File: config.mk
export PLATFORM = sky130hd
export DESIGN_NAME = grdc_queue
export DESIGN_NICKNAME = d
export VERILOG_FILES = /design/src/design/grdc_pkg.sv /design/src/design/grdc_queue.sv
export SDC_FILE = /design/constraint.sdc
export NUM_CORES = 1
export LEC_CHECK = 0
export BUFFER_PORTS_ARGS = -buffer_cell sky130_fd_sc_hd__buf_2
export CAP_MARGIN = 0
export CORE_MARGIN = 8
export CORE_UTILIZATION = 35
export DETAILED_ROUTE_END_ITERATION = 8
export PLACE_DENSITY = 0.59
export SYNTH_ARGS = -nofsm -noshare
export SYNTH_HDL_FRONTEND = slang
export SYNTH_SLANG_ARGS = --single-unit
File: constraint.sdc
create_clock -name clock -period 1.6 [get_ports clock]
set_input_delay 0.08 -clock clock [delete_from_list [all_inputs] [get_ports clock]]
set_output_delay 0.08 -clock clock [all_outputs]
set_load 0.02 [all_outputs]
File: src/design/grdc_pkg.sv
// Shared types, register codes, constants and sequencer states of the grid ray caster.
package grdc_pkg;

   typedef struct packed {
      logic        kind;
      logic [5:0]  cell_x;
      logic [5:0]  cell_y;
      logic        cell_wall;
      logic [11:0] column;
   } req_type;

   typedef struct packed {
      logic [5:0] hit_x;
      logic [5:0] hit_y;
      logic       hit_side;
      logic       escaped;
   } rsp_type;

   typedef struct packed {
      logic [21:0]        pos_x;
      logic [21:0]        pos_y;
      logic signed [15:0] dir_x;
      logic signed [15:0] dir_y;
      logic signed [15:0] plane_x;
      logic signed [15:0] plane_y;
      logic [12:0]        screen_width;
   } cfg_type;

   typedef struct packed {
      logic        is_cast;
      logic [5:0]  cell_x;
      logic [5:0]  cell_y;
      logic        cell_wall;
      logic [11:0] column;
   } qent_type;

   localparam logic KIND_WRITE = 1'b0;
   localparam logic KIND_CAST  = 1'b1;

   localparam logic [2:0] REG_POS_X        = 3'd0;
   localparam logic [2:0] REG_POS_Y        = 3'd1;
   localparam logic [2:0] REG_DIR_X        = 3'd2;
   localparam logic [2:0] REG_DIR_Y        = 3'd3;
   localparam logic [2:0] REG_PLANE_X      = 3'd4;
   localparam logic [2:0] REG_PLANE_Y      = 3'd5;
   localparam logic [2:0] REG_SCREEN_WIDTH = 3'd6;

   localparam logic [21:0]        RST_POS_X   = 22'd2097152;
   localparam logic [21:0]        RST_POS_Y   = 22'd2097152;
   localparam logic signed [15:0] RST_DIR_X   = 16'sd16384;
   localparam logic signed [15:0] RST_DIR_Y   = 16'sd0;
   localparam logic signed [15:0] RST_PLANE_X = 16'sd0;
   localparam logic signed [15:0] RST_PLANE_Y = 16'sd10813;
   localparam logic [12:0]        RST_WIDTH   = 13'd640;

   localparam int DIV_BITS = 46;
   localparam logic [45:0] DELTA_SAT = 46'h100_0000_0000;
   localparam logic [49:0] SIDE_SAT  = 50'h1_0000_0000_0000;
   localparam logic [59:0] SQRT_TOP  = 60'h400_0000_0000_0000;
   localparam logic signed [28:0] ONE_Q14 = 29'sd16384;
   localparam logic [16:0] ONE_Q16 = 17'd65536;

   localparam int QDEPTH = 4;
   localparam int QAW    = 2;

   typedef enum logic [4:0] {
      ST_CLEAR,
      ST_IDLE,
      ST_DIV_CAM,
      ST_MUL_RX,
      ST_MUL_RY,
      ST_SQ_X,
      ST_SQ_Y,
      ST_SQ_SUM,
      ST_SQRT,
      ST_DIV_DX,
      ST_DIV_DY,
      ST_SIDE_XL,
      ST_SIDE_XH,
      ST_SIDE_YL,
      ST_SIDE_YH,
      ST_SIDE_YD,
      ST_STEP,
      ST_TEST,
      ST_FINISH
   } state_type;

endpackage

File: src/design/grdc_queue.sv
// Short work queue between the front end and the ray walker.
module grdc_queue (
   input  logic               clock,
   input  logic               reset,
   input  logic               push,
   input  grdc_pkg::qent_type push_data,
   input  logic               pop,
   output logic               valid,
   output logic               full,
   output grdc_pkg::qent_type head
);

   grdc_pkg::qent_type         mem_ff [grdc_pkg::QDEPTH];
   logic [grdc_pkg::QAW-1:0]   wp_ff, wp_in, rp_ff, rp_in;
   logic [grdc_pkg::QAW:0]     cnt_ff, cnt_in;

   always_comb begin
      valid  = (cnt_ff != '0);
      full   = (cnt_ff == (grdc_pkg::QAW+1)'(grdc_pkg::QDEPTH));
      head   = mem_ff[rp_ff];
      wp_in  = push ? wp_ff + 1'b1 : wp_ff;
      rp_in  = pop ? rp_ff + 1'b1 : rp_ff;
      cnt_in = cnt_ff + (grdc_pkg::QAW+1)'(push) - (grdc_pkg::QAW+1)'(pop);
   end

   always_ff @(posedge clock) begin
      if (reset) begin
         wp_ff  <= '0;
         rp_ff  <= '0;
         cnt_ff <= '0;
      end else begin
         wp_ff  <= wp_in;
         rp_ff  <= rp_in;
         cnt_ff <= cnt_in;
      end
   end

   always_ff @(posedge clock) begin
      if (push) begin
         mem_ff[wp_ff] <= push_data;
      end
   end

endmodule

# Yosys cells after proc, flatten, opt, wreduce, memory -nomap -nowiden
# Memory sizes are Yosys's and may differ from the RTL's. A register that Yosys moved wholly into a read port is not among the register bits.
# Cells that the tools add are included.
classes:
  n_mul: 0
  addsub: 4
  n_eq_ne: 1
  n_reduce_logical: 1
  div: 0
  shift: 0
  order_cmp: 0
  n_mux: 4
  n_bitwise: 0
op_table:
  columns: ["operator", "count"]
  rows:
  - ["adder 2 x 1 -> 2 bit (second input constant)", 2]
  - ["two-way mux 2 bit", 2]
  - ["adder 3 x 1 -> 3 bit", 1]
  - ["== test 3 bit (second input constant)", 1]
  - ["nonzero test 3 bit", 1]
  - ["subtractor 3 x 1 -> 3 bit", 1]
  - ["two-way mux 1 bit", 2]
word_totals:
  regBits: 7
  input_bits: 30
  mem_bits_rw: 104
  mem_count: 1
  wordCells: 14
  latch_bits: 0
  out_inout_bits: 28
  rom_bits: 0
mem_list:
  columns: ["memory", "words", "word_bits", "rd", "rd_clocked_by_memory_dff", "write_ports", "line_no", "source"]
  rows:
  - ["mem_ff", 4, 26, 1, 1, 1, "grdc_queue.sv:13", "grdc_pkg::qent_type mem_ff [grdc_pkg::QDEPTH];"]

# Logic depth before layout (Yosys ltp)
logic_depth:
  depth_word: 3
  mapped_depth: 7
  depth_no_buf: 7

# Worst setup path after synthesis
# Ideal clock, no wire load.
synth_timing:
  path_kind: "flip-flop to flip-flop"
  startpoint: "register cnt_ff[0] in the netlist's numbering"
  endpoint: "register cnt_ff[2] in the netlist's numbering"
  arrival_time_ns: 1.544
  path_buffers: 0
  setup_slack_ns: -0.054
  path_stages_with_launch: 8
  required_ns: 1.490
  path_cell_list: "dfxtp_1 inv_1 ha_1 inv_1 ha_1 fa_1 xor3_1 nor2_1"
synth_between:
  elab_chain_len: 2
synth_lines:
  columns: ["element", "line_no", "source"]
  rows:
  - ["from (decl)", "grdc_queue.sv:15", "logic [grdc_pkg::QAW:0] cnt_ff, cnt_in;"]
  - ["from (signal assigned)", "grdc_queue.sv:34", "cnt_ff <= cnt_in;"]
  - ["adder 3 x 1 -> 3 bit", "grdc_queue.sv:23", "cnt_in = cnt_ff + (grdc_pkg::QAW+1)'(push) - (grdc_pkg::QAW+1)'(pop);"]
  - ["subtractor 3 x 1 -> 3 bit", "grdc_queue.sv:23", null]
# Every way passes these cells.
# A chain may end at the register's enable or synchronous reset.

==> impl_metrics.ini <==
[placed_design]
numPortBuffers = 57
hpwl_um = 4590
finalWeightedCongestion = 0.660
pre_cts_slack_ps = 24.1

[yosys]
syn_avg_cell_area_um2 = 23.8
synth_area_leader_cell = edfxtp_1
yosysUniqueCellTypes = 22
synthTopCellsByArea = edfxtp_1, mux4_2, dfxtp_1
ys_seq_area_share_pct = 77.9
synth_fp_nets = 215
yosysWarnings = 0
synth_top_area_share_pct = 73.7
synth_area_mm2 = 0.00424
synth-seq-cells = 113
postSynthCellCount = 178

[detailed_routing]
vias_per_cell = 4.62
wl_per_cell_um = 17.4
ant_nets = 0
dr.pass1.iters = 4
vias = 2074
routed_wl_um = 7800
route.detailed.drc = 0
drtIter0Drc = 118

[power]
worst_ir_drop_vdd_v = 0.000555
p_total_mw = 8.38
leakagePower_nw = 2.12
power_density_mw_per_mm2 = 1420

[min_path]
min_path_type = in2reg
hp-start = push

[die]
ioPinCount = 58
die-height_um = 126
die_x_um = 126
initial_core_util_pct = 35.6
fp.coreArea_mm2 = 0.0119
fp-row-count = 40
dieArea_mm2 = 0.0159

[outcome]
outcome = finished, violations left
failed_checks = setup timing

[timing]
min_period_ps = 1790
clock_skew_ps = 6.23
worst_pin_slew_ps = 432
final_max_slew_viol_count = 0
post-route-period-util_pct = 112
setup_viol_count_final = 26
fmax_mhz = 559
hold_violations = 0
worst_slack_ps = -189
slew_headroom_pct = 71.2
rsz0062_at_grt = yes

[critical_path]
end_kind = output pin
critical_path_required_ps = 1520
r2r_slack_ps = 50
cp_max_fo = 7
reg2reg_to = cnt_ff[1]
critPathKind = reg2out
ff2ff_path_depth = 6
cp-start-kind = flop
r2r-start = cnt_ff[0]
critPathCapture = head[18]
worstPathArrival_ps = 1710

[grt]
antenna_found_initial = 0
grt_max_degree = 27
grt-ovfl-total = 0
grt_pass1_wl_um = 12700
grt_pass1_vias = 2354
grt_usage_pct = 10.8

[cts]
cts_buffer_depth = 2
clkTransAtPathRegs_ps = 50
clock_latency_ps = 400
cts_tree = done
cts.sink_count = 113
clockRootBuffer = clkbuf_16
cts_buffers = 17
h-tree-depth = 4

[layout]
antenna_cells = 0
final_util_pct = 49.5
area_growth_syn_to_layout_pct = 39.1
fin_nets = 326
drive_gt1_share_pct = 44.7

[flow_run]
max_cap_violations = 0
==> per-layer routing <==
layer / vias up / GRT usage [%] / part of all wire, %
met4: 0 / 4.74 / 1.2
met1: 1060 / 13.0 / 45
met5: - / 0 / 0
li1: 956 / - / -
met3: 9 / 4.43 / 5.2
met2: 49 / 16.7 / 49
==> cell type report <==
cell class                      instances  area (um^2)
Clock buffer                           20          457
Clock inverter                         12          163
Fill cell                             989         6010
Inverter                                6         22.5
Multi-Input combinational cell         53          835
Sequential cell                       113         3310
Tap cell                              147          184
Timing Repair Buffer                   98          928
==> critical path, cell delays in order, from the launching register on <==
cell     delay [ps]
dfxtp_4         380
buf_12          120
buf_12          130
mux4_2          530
buf_6           150
==> cell usage after synthesis <==
cell type  number
edfxtp_1      104
mux4_2         20
dfxtp_1         9
ha_1            6
inv_1           6
mux4_1          6
nor2_1          5
and2_1          4
buf_12          2
buf_2           2
nor2b_1         2
xnor2_1         2
a21bo_2         1
a21oi_1         1
and3_1          1
buf_6           1
clkbuf_2        1
fa_1            1
mux2i_1         1
nand3b_1        1
or3_1           1
xor3_1          1
==> power breakdown <==
group / internal (mW) / switching [mW]
combinational: 0.578 / 0.501
sequential: 3.40 / 0.0502
clock: 2.66 / 1.19
total: 6.64 / 1.74
==> cells by family (layout without fill, tap and decap cells) <==
logic type	count (synthesis)	after routing	share of synthesized area, %
flops	113	113	77.9
mux	27	27	14.6
simple gates	14	14	1.80
buf+inv	12	136	2.10
fa+ha+maj	7	7	2.24
xor+xnor	3	3	0.974
compound gates	2	2	0.354
==> layout by cell type, fill, tap and decap left out, types with 2 or more instances in the layout <==
cell	instances
buf_16	2
edfxtp_1	104
buf_2	31
inv_1	6
mux4_2	26
buf_6	26
dlygate4sd3_1	28
nor2b_1	2
buf_4	6
ha_1	6
and2_4	3
dfxtp_1	7
xnor2_1	2
clkbuf_8	2
nor2_1	5
buf_12	5
clkbuf_16	17
bufinv_16	4
clkinv_2	7
==> per-stage QoR <==
step | std cells | TNS, ps | cell area [um^2] | hold slack [ps]
after floorplan | 178 | 0 | 4240 | 152
after global placement | 384 | 0 | 4730 | 294
after detailed placement | 384 | 0 | 4730 | 300
after CTS | 450 | -5590 | 5930 | 30.5
after global routing | 449 | -5890 | 5900 | 71.4
final | 449 | -4120 | 5900 | 63.0
==> timing repair <==
item | in CTS | in global routing
setup endpoints to repair | 26 | 105
endpoints found under the hold margin | 113 | 0
cloned | 3 | 0
hold buffers | 28 | 0
setup buffers | 3 | 1
resized for setup | 65 | 4
==> worst min-delay path by stage <==
stage	endpoint	slack, ps	cells after the start
6_report	wp_ff[0]	60	3
5_1_grt	wp_ff[0]	70	3
4_1_cts	wp_ff[0]	30	3
3_5_place_dp	mem_ff[3][17]	300	1
3_3_place_gp	mem_ff[2][7]	290	1
2_1_floorplan	cnt_ff[0]	150	1
==> flip-flops by register name, indices dropped and copies added (netlist names), named ones only <==
register and cells:
mem_ff 104, rp_ff 2, cnt_ff 3, wp_ff 2
Note: power is estimated with default switching activity, not from simulation.
